<file path="src/design/mtep_pkg.sv">
// ----------------------------------------------------------------------------
// mtep_pkg
// shared types, codes and helpers of the midi track event parser
// ----------------------------------------------------------------------------
package mtep_pkg;

   localparam int CHANNEL_COUNT = 16;
   localparam int CHANNEL_W     = $clog2(CHANNEL_COUNT);
   localparam int VLQ_CNT_W     = 3;
   localparam logic [VLQ_CNT_W-1:0] MAX_VLQ_BYTES = VLQ_CNT_W'(4);
   localparam int LEN_W         = 28;
   localparam int TICK_W        = 32;
   localparam int TEMPO_W       = 24;

   localparam logic [2:0] KIND_CHANNEL   = 3'd0;
   localparam logic [2:0] KIND_TEMPO     = 3'd1;
   localparam logic [2:0] KIND_END       = 3'd2;
   localparam logic [2:0] KIND_RAN_OUT   = 3'd3;
   localparam logic [2:0] KIND_MALFORMED = 3'd4;

   localparam logic [7:0] STATUS_META   = 8'hFF;
   localparam logic [7:0] STATUS_SYSEX  = 8'hF0;
   localparam logic [7:0] STATUS_ESCAPE = 8'hF7;
   localparam logic [7:0] META_END      = 8'h2F;
   localparam logic [7:0] META_TEMPO    = 8'h51;
   localparam logic [7:0] CTRL_VOLUME   = 8'h07;
   localparam logic [3:0] HI_SYSTEM     = 4'hF;
   localparam logic [3:0] HI_CONTROL    = 4'hB;
   localparam logic [3:0] HI_PROGRAM    = 4'hC;
   localparam logic [3:0] HI_PRESSURE   = 4'hD;

   localparam logic [7:0]  VOLUME_RESET  = 8'd127;
   localparam logic [7:0]  VOLUME_MAX    = 8'd127;
   localparam logic [7:0]  MASTER_RESET  = 8'd255;
   localparam logic [15:0] VOLUME_DIV    = 16'd254;
   localparam logic [15:0] VOLUME_SAT    = 16'(127 * 254);

   typedef struct packed {
      logic [7:0] track_byte;
      logic       chunk_last;
      logic       restart;
   } mtep_req_type;

   typedef struct packed {
      logic [2:0]         event_kind;
      logic [TICK_W-1:0]  event_tick;
      logic [7:0]         status_byte;
      logic [7:0]         first_data;
      logic [7:0]         second_data;
      logic [TEMPO_W-1:0] tempo_value;
   } mtep_rsp_type;

   // min(127, vol * master / 254), divide by 254 as shift by 8 plus one correction
   function automatic logic [7:0] vol_scale(input logic [7:0] vol, input logic [7:0] master);
      logic [15:0] prod;
      logic [7:0]  quot;
      logic [8:0]  rem;
      prod = 16'(vol) * 16'(master);
      quot = prod[15:8];
      rem  = 9'(prod[7:0]) + 9'({quot, 1'b0});
      if (prod >= VOLUME_SAT) begin
         return VOLUME_MAX;
      end
      if (rem >= 9'(VOLUME_DIV)) begin
         return quot + 8'd1;
      end
      return quot;
   endfunction

endpackage

</file>
<file path="src/design/mtep_req_if.sv">
// ----------------------------------------------------------------------------
// mtep_req_if
// track byte channel of the midi track event parser
// ----------------------------------------------------------------------------
interface mtep_req_if;
   logic       valid;
   logic       ready;
   logic [7:0] track_byte;
   logic       chunk_last;
   logic       restart;

   modport source (output valid, output track_byte, output chunk_last, output restart,
                   input ready);
   modport sink   (input valid, input track_byte, input chunk_last, input restart,
                   output ready);
endinterface

</file>
<file path="src/design/mtep_rsp_if.sv">
// ----------------------------------------------------------------------------
// mtep_rsp_if
// event channel of the midi track event parser
// ----------------------------------------------------------------------------
interface mtep_rsp_if;
   logic        valid;
   logic        ready;
   logic [2:0]  event_kind;
   logic [31:0] event_tick;
   logic [7:0]  status_byte;
   logic [7:0]  first_data;
   logic [7:0]  second_data;
   logic [23:0] tempo_value;

   modport source (output valid, output event_kind, output event_tick, output status_byte,
                   output first_data, output second_data, output tempo_value,
                   input ready);
   modport sink   (input valid, input event_kind, input event_tick, input status_byte,
                   input first_data, input second_data, input tempo_value,
                   output ready);
endinterface

</file>
<file path="src/design/mtep_csr_if.sv">
// ----------------------------------------------------------------------------
// mtep_csr_if
// master volume write channel of the midi track event parser
// ----------------------------------------------------------------------------
interface mtep_csr_if;
   logic       valid;
   logic       ready;
   logic [7:0] master_volume;

   modport source (output valid, output master_volume, input ready);
   modport sink   (input valid, input master_volume, output ready);
endinterface

</file>
<file path="src/design/midi_track_event_parser.sv">
// ----------------------------------------------------------------------------
// midi_track_event_parser
// byte-serial track chunk parser emitting channel, tempo and end events
// ----------------------------------------------------------------------------
// Takes one track byte per clock and keeps that rate as long as events are
// taken: each item passes an input register, then the single-pass parser logic
// (delta time accumulation, running status, meta/sysex skipping and the 8x8
// volume multiply) into the event register, which then presents the event of
// that item to the event channel. A held event stalls the input only once the
// input register is full as well. Bytes that finish nothing produce no event.
// Channel volumes live in sixteen flip-flop registers, so there is no clearing
// pass after reset. The master volume may be written at any time the parser is
// idle and is kept over a restart.
module midi_track_event_parser
   import mtep_pkg::*;
(
   input  logic           clock,
   input  logic           reset,
   mtep_csr_if.sink       csr_if,
   mtep_req_if.sink       req_if,
   mtep_rsp_if.source     rsp_if
);

   localparam logic [3:0] PH_DELTA     = 4'd0;
   localparam logic [3:0] PH_STATUS    = 4'd1;
   localparam logic [3:0] PH_DATA1     = 4'd2;
   localparam logic [3:0] PH_DATA2     = 4'd3;
   localparam logic [3:0] PH_META_TYPE = 4'd4;
   localparam logic [3:0] PH_META_LEN  = 4'd5;
   localparam logic [3:0] PH_SYSEX_LEN = 4'd6;
   localparam logic [3:0] PH_SKIP      = 4'd7;
   localparam logic [3:0] PH_HALT      = 4'd8;

   logic [7:0]           master_ff;

   logic                 item_valid_ff;
   mtep_req_type         item_ff;

   logic                 res_valid_ff;
   mtep_rsp_type         res_ff;
   mtep_rsp_type         res_in;
   logic                 emit;

   logic [3:0]           phase_ff, phase_in;
   logic [LEN_W-1:0]     acc_ff, acc_in;
   logic [VLQ_CNT_W-1:0] cnt_ff, cnt_in;
   logic [LEN_W-1:0]     remain_ff, remain_in;
   logic [7:0]           run_ff, run_in;
   logic [7:0]           cur_ff, cur_in;
   logic [7:0]           held_ff, held_in;
   logic [7:0]           meta_ff, meta_in;
   logic [TEMPO_W-1:0]   tempo_ff, tempo_in;
   logic [TICK_W-1:0]    tick_ff, tick_in;
   logic [7:0]           vol_ff [CHANNEL_COUNT];

   logic                 vol_we;
   logic [CHANNEL_W-1:0] vol_idx;
   logic [7:0]           vol_data;

   logic                 advance;
   logic                 step;

   // cleared view of the state when restart is set
   logic [3:0]           c_phase;
   logic [LEN_W-1:0]     c_acc;
   logic [VLQ_CNT_W-1:0] c_cnt;
   logic [LEN_W-1:0]     c_remain;
   logic [7:0]           c_run;
   logic [7:0]           c_cur;
   logic [7:0]           c_held;
   logic [7:0]           c_meta;
   logic [TEMPO_W-1:0]   c_tempo;
   logic [TICK_W-1:0]    c_tick;

   logic [7:0]           b;
   logic [LEN_W-1:0]     acc_new;
   logic [VLQ_CNT_W-1:0] cnt_new;
   logic                 vlq_long;
   logic [7:0]           st;
   logic [7:0]           meta_eff;
   logic [TEMPO_W-1:0]   tempo_new;
   logic [LEN_W-1:0]     remain_new;

   logic                 fin;
   logic [7:0]           fin_st;
   logic [7:0]           fin_d1;
   logic [7:0]           fin_d2;
   logic                 fin_is_vol;
   logic [7:0]           fin_scaled;

   assign csr_if.ready = 1'b1;
   assign advance      = !res_valid_ff || rsp_if.ready;
   assign req_if.ready = !item_valid_ff || advance;
   assign step         = item_valid_ff && advance;

   assign rsp_if.valid       = res_valid_ff;
   assign rsp_if.event_kind  = res_ff.event_kind;
   assign rsp_if.event_tick  = res_ff.event_tick;
   assign rsp_if.status_byte = res_ff.status_byte;
   assign rsp_if.first_data  = res_ff.first_data;
   assign rsp_if.second_data = res_ff.second_data;
   assign rsp_if.tempo_value = res_ff.tempo_value;

   always_comb begin
      b = item_ff.track_byte;
      if (item_ff.restart) begin
         c_phase  = PH_DELTA;
         c_acc    = '0;
         c_cnt    = '0;
         c_remain = '0;
         c_run    = '0;
         c_cur    = '0;
         c_held   = '0;
         c_meta   = '0;
         c_tempo  = '0;
         c_tick   = '0;
      end else begin
         c_phase  = phase_ff;
         c_acc    = acc_ff;
         c_cnt    = cnt_ff;
         c_remain = remain_ff;
         c_run    = run_ff;
         c_cur    = cur_ff;
         c_held   = held_ff;
         c_meta   = meta_ff;
         c_tempo  = tempo_ff;
         c_tick   = tick_ff;
      end

      acc_new    = {c_acc[LEN_W-8:0], b[6:0]};
      cnt_new    = c_cnt + VLQ_CNT_W'(1);
      vlq_long   = b[7] && (cnt_new >= MAX_VLQ_BYTES);
      meta_eff   = ((c_meta == META_TEMPO) && (acc_new != LEN_W'(3))) ? 8'h00 : c_meta;
      tempo_new  = (c_meta == META_TEMPO) ? {c_tempo[TEMPO_W-9:0], b} : c_tempo;
      remain_new = c_remain - LEN_W'(1);
      st         = b[7] ? b : c_run;

      phase_in  = c_phase;
      acc_in    = c_acc;
      cnt_in    = c_cnt;
      remain_in = c_remain;
      run_in    = c_run;
      cur_in    = c_cur;
      held_in   = c_held;
      meta_in   = c_meta;
      tempo_in  = c_tempo;
      tick_in   = c_tick;

      emit   = 1'b0;
      res_in = '0;
      fin    = 1'b0;
      fin_st = c_cur;
      fin_d1 = b;
      fin_d2 = 8'h00;

      unique case (c_phase)
         PH_DELTA: begin
            acc_in = acc_new;
            cnt_in = cnt_new;
            if (!b[7]) begin
               tick_in  = c_tick + TICK_W'(acc_new);
               phase_in = PH_STATUS;
            end else if (vlq_long) begin
               phase_in          = PH_HALT;
               emit              = 1'b1;
               res_in.event_kind = KIND_MALFORMED;
            end
         end
         PH_STATUS: begin
            if (b[7]) begin
               run_in = (b[7:4] != HI_SYSTEM) ? b : 8'h00;
            end
            if (!b[7] && (c_run == 8'h00)) begin
               phase_in          = PH_HALT;
               emit              = 1'b1;
               res_in.event_kind = KIND_MALFORMED;
            end else if (st == STATUS_META) begin
               phase_in = PH_META_TYPE;
            end else if ((st == STATUS_SYSEX) || (st == STATUS_ESCAPE)) begin
               meta_in  = 8'h00;
               acc_in   = '0;
               cnt_in   = '0;
               phase_in = PH_SYSEX_LEN;
            end else if (st[7:4] == HI_SYSTEM) begin
               phase_in          = PH_HALT;
               emit              = 1'b1;
               res_in.event_kind = KIND_MALFORMED;
            end else begin
               cur_in = st;
               fin_st = st;
               if (b[7]) begin
                  phase_in = PH_DATA1;
               end else if ((st[7:4] == HI_PROGRAM) || (st[7:4] == HI_PRESSURE)) begin
                  fin = 1'b1;
               end else begin
                  held_in  = b;
                  phase_in = PH_DATA2;
               end
            end
         end
         PH_DATA1: begin
            if ((c_cur[7:4] == HI_PROGRAM) || (c_cur[7:4] == HI_PRESSURE)) begin
               fin = 1'b1;
            end else begin
               held_in  = b;
               phase_in = PH_DATA2;
            end
         end
         PH_DATA2: begin
            fin    = 1'b1;
            fin_d1 = c_held;
            fin_d2 = b;
         end
         PH_META_TYPE: begin
            meta_in  = b;
            acc_in   = '0;
            cnt_in   = '0;
            phase_in = PH_META_LEN;
         end
         PH_META_LEN, PH_SYSEX_LEN: begin
            acc_in = acc_new;
            cnt_in = cnt_new;
            if (!b[7]) begin
               meta_in = meta_eff;
               if (acc_new == '0) begin
                  if (meta_eff == META_END) begin
                     phase_in          = PH_HALT;
                     emit              = 1'b1;
                     res_in.event_kind = KIND_END;
                  end else begin
                     acc_in   = '0;
                     cnt_in   = '0;
                     phase_in = PH_DELTA;
                  end
               end else begin
                  remain_in = acc_new;
                  tempo_in  = '0;
                  phase_in  = PH_SKIP;
               end
            end else if (vlq_long) begin
               phase_in          = PH_HALT;
               emit              = 1'b1;
               res_in.event_kind = KIND_MALFORMED;
            end
         end
         PH_SKIP: begin
            tempo_in  = tempo_new;
            remain_in = remain_new;
            if (remain_new == '0) begin
               if (c_meta == META_END) begin
                  phase_in          = PH_HALT;
                  emit              = 1'b1;
                  res_in.event_kind = KIND_END;
               end else begin
                  acc_in   = '0;
                  cnt_in   = '0;
                  phase_in = PH_DELTA;
                  if ((c_meta == META_TEMPO) && (tempo_new != '0)) begin
                     emit               = 1'b1;
                     res_in.event_kind  = KIND_TEMPO;
                     res_in.tempo_value = tempo_new;
                  end
               end
            end
         end
         default: begin
            phase_in = PH_HALT;
         end
      endcase

      fin_is_vol = (fin_st[7:4] == HI_CONTROL) && (fin_d1 == CTRL_VOLUME);
      fin_scaled = vol_scale(fin_d2, master_ff);

      if (fin) begin
         acc_in             = '0;
         cnt_in             = '0;
         phase_in           = PH_DELTA;
         emit               = 1'b1;
         res_in.event_kind  = KIND_CHANNEL;
         res_in.status_byte = fin_st;
         res_in.first_data  = fin_d1;
         res_in.second_data = fin_is_vol ? fin_scaled : fin_d2;
      end

      if (item_ff.chunk_last && (phase_in != PH_HALT)) begin
         phase_in = PH_HALT;
         if (!emit) begin
            emit              = 1'b1;
            res_in.event_kind = KIND_RAN_OUT;
         end
      end

      res_in.event_tick = tick_in;

      vol_we   = fin && fin_is_vol;
      vol_idx  = fin_st[CHANNEL_W-1:0];
      vol_data = fin_d2;
   end

   always_ff @(posedge clock) begin
      if (reset) begin
         master_ff <= MASTER_RESET;
      end else if (csr_if.valid && csr_if.ready) begin
         master_ff <= csr_if.master_volume;
      end
   end

   always_ff @(posedge clock) begin
      if (reset) begin
         item_valid_ff <= 1'b0;
      end else if (req_if.valid && req_if.ready) begin
         item_valid_ff <= 1'b1;
      end else if (step) begin
         item_valid_ff <= 1'b0;
      end
   end

   always_ff @(posedge clock) begin
      if (req_if.valid && req_if.ready) begin
         item_ff.track_byte <= req_if.track_byte;
         item_ff.chunk_last <= req_if.chunk_last;
         item_ff.restart    <= req_if.restart;
      end
   end

   always_ff @(posedge clock) begin
      if (reset) begin
         res_valid_ff <= 1'b0;
      end else if (advance) begin
         res_valid_ff <= step && emit;
      end
   end

   always_ff @(posedge clock) begin
      if (step && emit) begin
         res_ff <= res_in;
      end
   end

   always_ff @(posedge clock) begin
      if (reset) begin
         phase_ff  <= PH_DELTA;
         acc_ff    <= '0;
         cnt_ff    <= '0;
         remain_ff <= '0;
         run_ff    <= '0;
         cur_ff    <= '0;
         held_ff   <= '0;
         meta_ff   <= '0;
         tempo_ff  <= '0;
         tick_ff   <= '0;
         for (int i = 0; i < CHANNEL_COUNT; i++) begin
            vol_ff[i] <= VOLUME_RESET;
         end
      end else if (step) begin
         phase_ff  <= phase_in;
         acc_ff    <= acc_in;
         cnt_ff    <= cnt_in;
         remain_ff <= remain_in;
         run_ff    <= run_in;
         cur_ff    <= cur_in;
         held_ff   <= held_in;
         meta_ff   <= meta_in;
         tempo_ff  <= tempo_in;
         tick_ff   <= tick_in;
         for (int i = 0; i < CHANNEL_COUNT; i++) begin
            if (vol_we && (vol_idx == CHANNEL_W'(i))) begin
               vol_ff[i] <= vol_data;
            end else if (item_ff.restart) begin
               vol_ff[i] <= VOLUME_RESET;
            end
         end
      end
   end

`ifndef SYNTH
   a_vol_event_matches_store: assert property (@(posedge clock) disable iff (reset)
      res_valid_ff && (res_ff.event_kind == KIND_CHANNEL)
      && (res_ff.status_byte[7:4] == HI_CONTROL) && (res_ff.first_data == CTRL_VOLUME)
      |-> res_ff.second_data
          == vol_scale(vol_ff[res_ff.status_byte[CHANNEL_W-1:0]], master_ff))
      else $error("volume event does not match stored channel volume");

   a_stop_event_halts: assert property (@(posedge clock) disable iff (reset)
      res_valid_ff && ((res_ff.event_kind == KIND_END) || (res_ff.event_kind == KIND_RAN_OUT)
      || (res_ff.event_kind == KIND_MALFORMED))
      |-> phase_ff == PH_HALT)
      else $error("stop event without halted parser");

   a_halt_is_silent: assert property (@(posedge clock) disable iff (reset)
      step && (phase_ff == PH_HALT) && !item_ff.restart
      |=> !res_valid_ff && (phase_ff == PH_HALT))
      else $error("halted parser produced an event or resumed");
`endif

endmodule

</file>
<file path="src/flat_wrapper.sv">
// flat-port wrapper written by rule: the top's interface ports become plain ports
module midi_track_event_parser_flat import mtep_pkg::*;
  (clock, reset, csr_if_valid, csr_if_master_volume, csr_if_ready, req_if_valid, req_if_track_byte, req_if_chunk_last, req_if_restart, req_if_ready, rsp_if_valid, rsp_if_event_kind, rsp_if_event_tick, rsp_if_status_byte, rsp_if_first_data, rsp_if_second_data, rsp_if_tempo_value, rsp_if_ready);
  mtep_csr_if csr_if_i ();
  mtep_req_if req_if_i ();
  mtep_rsp_if rsp_if_i ();
  input  logic clock;
  input  logic reset;
  input wire logic [$bits(csr_if_i.valid)-1:0] csr_if_valid;
  input wire logic [$bits(csr_if_i.master_volume)-1:0] csr_if_master_volume;
  output wire logic [$bits(csr_if_i.ready)-1:0] csr_if_ready;
  input wire logic [$bits(req_if_i.valid)-1:0] req_if_valid;
  input wire logic [$bits(req_if_i.track_byte)-1:0] req_if_track_byte;
  input wire logic [$bits(req_if_i.chunk_last)-1:0] req_if_chunk_last;
  input wire logic [$bits(req_if_i.restart)-1:0] req_if_restart;
  output wire logic [$bits(req_if_i.ready)-1:0] req_if_ready;
  output wire logic [$bits(rsp_if_i.valid)-1:0] rsp_if_valid;
  output wire logic [$bits(rsp_if_i.event_kind)-1:0] rsp_if_event_kind;
  output wire logic [$bits(rsp_if_i.event_tick)-1:0] rsp_if_event_tick;
  output wire logic [$bits(rsp_if_i.status_byte)-1:0] rsp_if_status_byte;
  output wire logic [$bits(rsp_if_i.first_data)-1:0] rsp_if_first_data;
  output wire logic [$bits(rsp_if_i.second_data)-1:0] rsp_if_second_data;
  output wire logic [$bits(rsp_if_i.tempo_value)-1:0] rsp_if_tempo_value;
  input wire logic [$bits(rsp_if_i.ready)-1:0] rsp_if_ready;
  assign csr_if_i.valid = csr_if_valid;
  assign csr_if_i.master_volume = csr_if_master_volume;
  assign csr_if_ready = csr_if_i.ready;
  assign req_if_i.valid = req_if_valid;
  assign req_if_i.track_byte = req_if_track_byte;
  assign req_if_i.chunk_last = req_if_chunk_last;
  assign req_if_i.restart = req_if_restart;
  assign req_if_ready = req_if_i.ready;
  assign rsp_if_valid = rsp_if_i.valid;
  assign rsp_if_event_kind = rsp_if_i.event_kind;
  assign rsp_if_event_tick = rsp_if_i.event_tick;
  assign rsp_if_status_byte = rsp_if_i.status_byte;
  assign rsp_if_first_data = rsp_if_i.first_data;
  assign rsp_if_second_data = rsp_if_i.second_data;
  assign rsp_if_tempo_value = rsp_if_i.tempo_value;
  assign rsp_if_i.ready = rsp_if_ready;
  midi_track_event_parser u_core (.clock(clock), .reset(reset), .csr_if(csr_if_i), .req_if(req_if_i), .rsp_if(rsp_if_i));
endmodule
</file>
<file path="config.mk">
export PLATFORM = sky130hd
export DESIGN_NAME = midi_track_event_parser_flat
export DESIGN_NICKNAME = d
export VERILOG_FILES = /design/src/design/mtep_pkg.sv /design/src/design/mtep_req_if.sv /design/src/design/mtep_rsp_if.sv /design/src/design/mtep_csr_if.sv /design/src/design/midi_track_event_parser.sv /design/src/flat_wrapper.sv
export SDC_FILE = /design/constraint.sdc
export NUM_CORES = 1
export LEC_CHECK = 0
export BUFFER_PORTS_ARGS = -buffer_cell sky130_fd_sc_hd__buf_2
export CORE_UTILIZATION = 52
export DETAILED_ROUTE_END_ITERATION = 7
export PLACE_DENSITY_LB_ADDON = 0.15
export RECOVER_POWER = 50
export SLEW_MARGIN = 0
export SYNTH_ARGS = -nofsm -noshare
export SYNTH_HDL_FRONTEND = slang
export SYNTH_SLANG_ARGS = --single-unit
</file>
<file path="constraint.sdc">
create_clock -name clock -period 8.1 [get_ports clock]
set_input_delay 1.62 -clock clock [delete_from_list [all_inputs] [get_ports clock]]
set_output_delay 1.62 -clock clock [all_outputs]
set_load 0.02 [all_outputs]
</file>
==> results_dict.tcl, run 1 <==
set metrics [dict create \
    synth.distinct_cells 91 \
    seq_area_mm2 0.00572 \
    rows 64 \
    grt_overflow 0 \
    synth_seq_cells 239 \
    numCtsBuffers 28 \
    initialDrtViolationCount 1333 \
    cts_setup_buffers 0 \
    grt_setup_unrepaired "no" \
    cts_tree "yes" \
    drtPass1Iterations 5 \
    grt_pass1_wl_um 71800 \
    area_growth_pct 9.85 \
    yosysWarnings 0 \
    hold_viol_final 0 \
    crit_type "register to register" \
    worstSetupStartpointType "register" \
    critPathMaxFanout 10 \
    syn_avg_cell_area_um2 8.49 \
    dieHeight_um 179 \
    place_congestion 0.928 \
    cts_htree_levels 1 \
    grt_max_degree 72 \
    grt_pass1_vias 13600 \
    hold_class "register to register" \
    setup_viol 0 \
    utilization 0.581 \
    synth_nets 2048 \
    required_ns 8.46 \
    slew_headroom -1.28 \
    setup_tns_ns 0 \
    die_area_mm2 0.0319 \
    cts.path.max_buffers 3 \
    clk_pin_slew_ns 0.06 \
    worst_pin_slew_ns 3.42 \
    drt_wl_total_um 45100 \
    cts_root_buf "clkbuf_16" \
    synthFlopType "dfxtp_1" \
    nFillCells 2823 \
    viasPerCell 6.31 \
    grt_usage 0.282 \
    period_share 0.933 \
    hold_buffers 0 \
    violations "max-capacitance violations, max-slew violations" \
    diodes 0 \
    fin_total_pwr_uw 2940 \
    cts_resized 0 \
    critPathCaptureType "register" \
    drv_cap 6 \
    synth-seq-area-share 0.352 \
    fin_skew_ns 0.0120 \
    synth_edf_count 93 \
    yosysTopAreaCell "dfxtp_1" \
    drive_gt1_frac 0.0728 \
    synth-async-reset-ratio 0 \
    place.detailed.hpwl_um 30400 \
    clk_latency_ns 0.56 \
    layout_min_cycle_time_ns 7.56 \
    antenna_found_initial 1 \
    multiInputGateArea_mm2 0.00962 \
    finalMaxSlewViolations 233 \
    yosysTopAreaCellShare 0.180 \
    wl_per_cell_um 19.1 \
    status "finished, violations left" \
    drc 0 \
    num_vias 14900 \
    core_mm2 0.0307 \
    clock_sinks 239 \
    syn_inst 1911 \
    synth.cell_area_mm2 0.0162 \
    p_leak_uw 0.00704 \
    drtAntennaViolNets 0 \
    start_util 0.529 \
    power_density_mw_per_mm2 165 \
    worst_ep_arrival_time_ns 7.92 \
    ios 109 \
    port-buffer-count 107 \
    hold_slack_ns 0.448 \
    fp.dieW_um 179 \
    finalNetCount 2080 \
    synth_area_leaders "dfxtp_1 18%, edfxtp_1 17%, ha_1 5.9%, fa_1 4.7%, a21oi_1 4.6%" \
    max_freq_mhz 132 \
    peakVddDrop_v 0.000145 \
]
-- per-stage QoR --
stage | cells | setup slack, ns | area (µm²)
floorplan | 1911 | 0.00569 | 16200
global placement | 2309 | 0.445 | 17000
detailed placement | 2309 | 0.151 | 17000
CTS | 2361 | 0.141 | 17900
global route | 2361 | 0.0962 | 17800
finish | 2361 | 0.543 | 17800
-- layout by cell type (no fill, tap or decap), drive strengths merged, types with 15 or more instances in the layout --
cell type / count
a211oi: 18
a21oi: 151
a22oi: 41
a31oi: 16
and2: 16
and3: 79
buf: 49
clkbuf: 132
dfxtp: 146
edfxtp: 93
fa: 38
ha: 76
inv: 93
nand2: 188
nand2b: 19
nand3: 41
nand4: 19
nor2: 176
nor2b: 51
nor3: 38
nor4: 24
o211ai: 24
o21ai: 116
or3: 15
or4: 21
xnor2: 26
xor2: 25
-- cells in the mapped netlist (8+ instances only) --
cell      count
o211ai_1     24
a211o_1      12
nor2b_1      51
edfxtp_1     93
nand3_1      41
xor2_1       25
o21ai_2      10
and2_1       15
o31ai_1      10
nand2b_1     19
a21oi_1     148
a22oi_1      41
nor3b_1      12
a31oi_1      16
and4_1       10
a221o_1       9
inv_1        90
ha_1         76
nand4_1      19
nor4b_1       8
o21a_1       12
a221oi_1      9
nor4_1       22
clkbuf_1    121
mux2i_1       9
fa_1         38
or3_1        15
dfxtp_1     146
a211oi_1     18
and3_1       79
a22o_1        9
a21o_1       12
nand2_1     188
o22ai_1       8
or4_1        19
xnor2_1      26
nor3_1       36
nor2_1      176
o21ai_0     101
-- critical path: stages (launching register included) --
cell	delay [ns]
dfxtp_1	0.40
or2_2	0.40
or3_1	0.40
nor2_1	0.16
nand2_1	0.11
fa_1	0.52
fa_1	0.55
inv_1	0.05
fa_1	0.54
inv_1	0.06
fa_1	0.53
inv_1	0.04
ha_1	0.37
a21o_1	0.21
a221oi_1	0.48
a21o_1	0.26
xnor2_1	0.28
ha_1	0.33
inv_1	0.09
o21bai_1	0.08
a2111o_1	0.43
and3b_1	0.20
mux2i_4	0.27
nand4_1	0.15
xor2_1	0.18
a211oi_1	0.26
-- metal layers --
metal / share of wire / global-route usage
met4: 0.023 / 0.0731
met1: 0.46 / 0.407
met5: 0 / 0
met3: 0.074 / 0.0492
met2: 0.44 / 0.432
-- cell families after synthesis --
group / after synthesis / share of synthesized area
flops: 239 / 0.352
xor+xnor: 51 / 0.0275
other cells: 1 / 0.000231
mux: 16 / 0.0104
fa+ha+maj: 114 / 0.106
compound gates: 514 / 0.210
buf+inv: 231 / 0.0566
simple gates: 745 / 0.237
-- report_power, final --
group	internal (µW)	total [µW]	switching, µW
registers	1280	1310	33.3
clock network	775	1300	525
logic	100	328	227
total	2160	2940	786
-- state kept, by name, summed over array words and instances (netlist names), 8 cells and up --
signal and cells:
u_core.rsp_if.event_tick 32, u_core.tick_ff 32, u_core.remain_ff 28, u_core.rsp_if.tempo_value 24
u_core.acc_ff 21, u_core.tempo_ff 16, u_core.b 8, u_core.cur_ff 8
u_core.held_ff 8, u_core.master_ff 8, u_core.meta_ff 8, u_core.rsp_if.first_data 8
u_core.rsp_if.second_data 8, u_core.rsp_if.status_byte 8, u_core.run_ff 8
-- final timing paths --
| check | from | to | slack [ns] | cells after the start |
|---|---|---|---|---|
| max | u_core.phase_ff[2] | u_core.rsp_if.second_data[3] | 0.54 | 25 |
| min | u_core.tick_ff[7] | u_core.tick_ff[7] | 0.45 | 2 |
| max reg2reg | u_core.phase_ff[2] | u_core.rsp_if.second_data[3] | 0.54 | 25 |
| min reg2reg | u_core.tick_ff[7] | u_core.tick_ff[7] | 0.45 | 2 |
-- area by class of cell --
| class | count | share of cell area |
|---|---|---|
| Tap cell | 396 | 0.0278 |
| Inverter | 91 | 0.0192 |
| Clock buffer | 39 | 0.0440 |
| Sequential cell | 239 | 0.321 |
| Timing Repair Buffer | 142 | 0.0386 |
| Clock inverter | 13 | 0.00920 |
| Multi-Input combinational cell | 1441 | 0.540 |
(Power assumes the default switching activity.)
==> run 2: changes to the inputs <==
--- a/config.mk
+++ b/config.mk
@@ -6,10 +6,10 @@
 export NUM_CORES = 1
 export LEC_CHECK = 0
 export BUFFER_PORTS_ARGS = -buffer_cell sky130_fd_sc_hd__buf_2
+export CORE_ASPECT_RATIO = 0.5
 export CORE_UTILIZATION = 52
 export DETAILED_ROUTE_END_ITERATION = 7
 export PLACE_DENSITY_LB_ADDON = 0.15
-export RECOVER_POWER = 50
 export SLEW_MARGIN = 0
 export SYNTH_ARGS = -nofsm -noshare
 export SYNTH_HDL_FRONTEND = slang
==> run 2 against run 1 <==
The run now ends clean. Clock skew increased by 0.026 ns. Sequential cell count did not move. Non-clock buffer count decreased by 2. Critical path depth up 2. Combinational power barely moved. Utilization rose by 0.32 points. Design area hardly changed. Largest power group unchanged.
==> results_dict.tcl, run 2 (synthesis gave the netlist of run 1 again) <==
set metrics [dict create \
    setup_tns_ns 0 \
    clockPowerShare 0.415 \
    clock_sinks 239 \
    grt_overflow 0 \
    clk_pin_slew_ns 0.07 \
    cts_htree_levels 1 \
    num_vias 14600 \
    port-buffer-count 107 \
    grt_pass1_vias 13200 \
    hold_viol_final 0 \
    initialDrtViolationCount 1505 \
    period_share 0.933 \
    nFillCells 2754 \
    peakVddDrop_v 0.000187 \
    critPathCaptureType "register" \
    ios 109 \
    drtAntennaViolNets 0 \
    fin_skew_ns 0.0381 \
    wl_per_cell_um 19.2 \
    p_comb_frac 0.117 \
    numCtsBuffers 23 \
    place.detailed.hpwl_um 31200 \
    fin_area_mm2 0.0178 \
    final_cell_mix "187 x nand2_1, 174 x nor2_1, 147 x a21oi_1" \
    drc 0 \
    final_common_cell "nand2_1" \
    status "finished clean" \
    fp.dieW_um 252 \
    worstSetupStartpointType "register" \
    drv_cap 0 \
    slew_headroom 0.226 \
    worst_ep_arrival_time_ns 7.91 \
    finalNetCount 2073 \
    critPathMaxFanout 42 \
    power.switching_uw 760 \
    drt_wl_total_um 45600 \
    cts_setup_buffers 0 \
    setup_viol 0 \
    required_ns 8.45 \
    cts_root_buf "clkbuf_16" \
    postPlaceCellArea_mm2 0.0170 \
    cts.path.max_buffers 3 \
    power_frac_seq 0.468 \
    layout_min_cycle_time_ns 7.55 \
    grt_pass1_wl_um 72700 \
    antenna_found_initial 1 \
    dieHeight_um 127 \
    rows 45 \
    hold_slack_ns 0.451 \
    place_congestion 0.936 \
    grt_usage 0.283 \
    cts_tree "yes" \
    start_util 0.531 \
    power.internal_uw 2050 \
    max_freq_mhz 132 \
    die_area_mm2 0.0319 \
    hold_class "register to register" \
    drive_gt1_frac 0.118 \
    grt_max_degree 70 \
    clk_latency_ns 0.56 \
    core_mm2 0.0305 \
    grt_setup_unrepaired "no" \
    area_growth_pct 9.90 \
    drtPass1Iterations 6 \
    crit_type "register to register" \
    viasPerCell 6.16 \
    netSwitchingFraction 0.270 \
    hold_buffers 0 \
    power_density_mw_per_mm2 158 \
    worst_pin_slew_ns 1.16 \
    finalMaxSlewViolations 0 \
    p_leak_uw 0.00725 \
]
-- run 2: cell types whose count changed in the layout (fill, tap and decap cells not counted), sizes merged --
| cell | previous run | this run |
|---|---|---|
| clkbuf | 132 | 29 |
| clkinv | 6 | 7 |
| diode | 0 | 1 |
| buf | 49 | 140 |
| bufinv | 3 | 4 |
| inv | 93 | 91 |
-- run 2: power by group through the flow --
stage | Combinational (µW) | Sequential [µW] | Clock, µW
after floorplan | 226 | 1340 | 0
after global placement | 321 | 1340 | 0
after detailed placement | 323 | 1340 | 0
after CTS | 325 | 1310 | 1180
after global routing | 358 | 1320 | 1230
final | 330 | 1320 | 1170
-- run 2: per-layer routing --
layer,share of wire,vias up,global-route usage
li1,-,7010,-
met5,0,-,0
met1,0.48,7023,0.436
met3,0.081,58,0.0470
met4,0.017,0,0.0552
met2,0.42,558,0.414
-- run 2: cell type report --
class	count	area [µm²]	area share
Timing Repair Buffer	140	798	0.0448
Clock inverter	13	173	0.00969
Clock buffer	29	619	0.0348
Multi-Input combinational cell	1441	9640	0.541
Tap cell	423	529	0.0297
Antenna cell	1	2.50	0.000140
Inverter	91	342	0.0192
Sequential cell	239	5720	0.321
-- run 2: worst paths after layout --
path / startpoint / end / slack (ns) / cells past startpoint
worst max-delay path: u_core.phase_ff[1] / u_core.rsp_if.second_data[3] / 0.55 / 27
worst min-delay path: u_core.tick_ff[11] / u_core.tick_ff[11] / 0.45 / 2
worst max register to register: u_core.phase_ff[1] / u_core.rsp_if.second_data[3] / 0.55 / 27
worst min register to register: u_core.tick_ff[11] / u_core.tick_ff[11] / 0.45 / 2
-- run 2: critical path: stages (launching register included) --
cell and delay (ns):
dfxtp_1 0.60, nand2_1 0.28, nor3_2 0.36, buf_4 0.39, nand3_1 0.16, fa_1 0.43
inv_1 0.08, fa_1 0.40, fa_1 0.52, inv_1 0.07, fa_1 0.53, inv_1 0.04
ha_1 0.37, nand2_1 0.09, nor3b_1 0.30, nor3_1 0.11, xnor2_1 0.52, ha_1 0.31
fa_1 0.20, xor2_1 0.18, nand3_1 0.09, nor3_1 0.24, and3b_1 0.20, mux2i_1 0.13
buf_4 0.18, nand4_1 0.12, xor2_1 0.18, a211oi_1 0.25
-- run 2: timing repair --
item,CTS,global route
endpoints found under the setup margin,0,4
resized for setup,0,1
endpoints found under the hold margin,0,0
-- run 2: metrics by stage --
stage	worst slack (ns)	cells	util	power, µW
final	0.546	2377	0.584	2810
after global routing	0.0572	2376	0.584	2910
after CTS	0.497	2376	0.584	2820
after detailed placement	0.559	2334	0.558	1660
after global placement	0.699	2334	0.558	1660
after floorplan	0.00569	1911	-	1560
==> run 3: changes to the inputs <==
--- a/config.mk
+++ b/config.mk
@@ -10,6 +10,7 @@
 export CORE_UTILIZATION = 52
 export DETAILED_ROUTE_END_ITERATION = 7
 export PLACE_DENSITY_LB_ADDON = 0.15
+export RECOVER_POWER = 25
 export SLEW_MARGIN = 0
 export SYNTH_ARGS = -nofsm -noshare
 export SYNTH_HDL_FRONTEND = slang
==> run 3 against run 2 <==
The flow now finishes with violations (max-capacitance violations, max-slew violations). Clock power about the same. Fmax about the same. Count of clock-buffer cells in the layout unchanged. Clock skew down 0.0034 ns. Critical endpoint unchanged.
==> results_dict.tcl, run 3 (synthesis gave the netlist of run 1 again) <==
set metrics [dict create \
    status "finished, violations left" \
    violations "max-capacitance violations, max-slew violations" \
    worst_pin_slew_ns 2.33 \
    drt_wl_total_um 45700 \
    seq_area_mm2 0.00572 \
    worst_ep_arrival_time_ns 7.90 \
    port-buffer-count 107 \
    grt_max_degree 70 \
    drv_cap 2 \
    drtPass1Iterations 6 \
    grt_usage 0.283 \
    layout_min_cycle_time_ns 7.56 \
    hold_class "register to register" \
    setup_tns_ns 0 \
    crit_family "adder cells" \
    cp_slowest_stage_delay_ns 0.61 \
    drc 0 \
    drtAntennaViolNets 0 \
    fp.dieW_um 252 \
    dieHeight_um 127 \
    min-delay-start "u_core.tick_ff[11]" \
    rows 45 \
    drive_gt1_frac 0.0763 \
    start_util 0.531 \
    cts_htree_levels 1 \
    antenna_found_initial 1 \
    num_vias 14600 \
    fin_skew_ns 0.0348 \
    cts_root_buf "clkbuf_16" \
    power_density_mw_per_mm2 159 \
    max_freq_mhz 132 \
    cts_setup_buffers 0 \
    cts.path.max_buffers 3 \
    grt_pass1_wl_um 72700 \
    final_cell_mix "187 x nand2_1, 174 x nor2_1, 148 x a21oi_1" \
    core_mm2 0.0305 \
    period_share 0.933 \
    finalNetCount 2073 \
    initialDrtViolationCount 1438 \
    multiInputGateArea_mm2 0.00964 \
    final_common_cell "nand2_1" \
    viasPerCell 6.16 \
    critPathLaunch "u_core.phase_ff[1]" \
    cts_tree "yes" \
    wl_per_cell_um 19.2 \
    grt_setup_unrepaired "no" \
    numCtsBuffers 23 \
    clk_pin_slew_ns 0.07 \
    place_congestion 0.936 \
    cpMostUsedCell "fa_1" \
    r2r-start "u_core.phase_ff[1]" \
    p_leak_uw 0.00700 \
    clock_sinks 239 \
    required_ns 8.44 \
    area_growth_pct 9.23 \
    nFillCells 2792 \
    clk_latency_ns 0.56 \
    hold_slack_ns 0.451 \
    peakVddDrop_v 0.000186 \
    critPathMaxFanout 42 \
    hold_viol_final 0 \
    slew_headroom -0.554 \
    grt_overflow 0 \
    crit_buf_inv 5 \
    critPathCaptureType "register" \
    setup_viol 0 \
    critPathSlowestCell "dfxtp_1" \
    ios 109 \
    worstSetupStartpointType "register" \
    crit_type "register to register" \
    place.detailed.hpwl_um 31200 \
    grt_pass1_vias 13200 \
    die_area_mm2 0.0319 \
    finalMaxSlewViolations 84 \
]
[run 3: repair_timing]
action | in CTS | in global routing
endpoints found under the setup margin | 0 | 4
gates resized for setup | 0 | 1
hold buffers | 0 | 0
[run 3: worst reg2reg max path, stage by stage (launching register included)]
cell	delay (ns)
dfxtp_1	0.61
nand2_1	0.29
nor3_2	0.34
buf_4	0.39
nand3_1	0.16
fa_1	0.43
inv_1	0.08
fa_1	0.40
fa_1	0.53
inv_1	0.07
fa_1	0.53
inv_1	0.04
ha_1	0.37
nand2_1	0.09
nor3b_1	0.30
nor3_1	0.11
xnor2_1	0.52
ha_1	0.31
fa_1	0.20
xor2_1	0.18
nand3_1	0.09
nor3_1	0.24
and3b_1	0.20
mux2i_1	0.13
buf_4	0.18
nand4_1	0.12
xor2_1	0.18
a211oi_1	0.25
[run 3: layout make-up]
class | count | share of cell area
timing repair buffer | 140 | 0.0391
inverter | 91 | 0.0193
multi-input combinational | 1441 | 0.544
tap | 423 | 0.0299
clock buffer | 29 | 0.0350
antenna | 1 | 0.000141
sequential | 239 | 0.323
clock inverter | 13 | 0.00975
[run 3: path summary, 6_finish.rpt]
check                                                    end  slack, ns  depth (start not counted)
worst max-delay path            u_core.rsp_if.second_data[3]       0.54                         27
worst min-delay path                      u_core.tick_ff[11]       0.45                          2
worst max register to register  u_core.rsp_if.second_data[3]       0.54                         27
worst min register to register            u_core.tick_ff[11]       0.45                          2
[run 3: metrics by stage]
stage / util / cells / total power (µW) / worst slack (ns) / cell area [µm²]
floorplan: - / 1911 / 1560 / 0.00569 / 16200
global placement: 0.558 / 2334 / 1660 / 0.699 / 17000
detailed placement: 0.558 / 2334 / 1660 / 0.559 / 17000
CTS: 0.584 / 2376 / 2820 / 0.497 / 17800
global route: 0.580 / 2376 / 2910 / 0.0394 / 17700
finish: 0.580 / 2377 / 2810 / 0.543 / 17700
[run 3: routing by layer]
metal	part of all wire	track usage
met3	0.086	0.0470
met2	0.42	0.414
met5	0	0
met4	0.017	0.0552
met1	0.48	0.436
[run 3: power breakdown]
group	internal [µW]	total, µW	leakage (µW)	switching [µW]
Sequential	1280	1320	0.00209	37.1
Combinational	100	328	0.00452	228
Clock	672	1170	0.000384	494
Total	2050	2810	0.00700	759
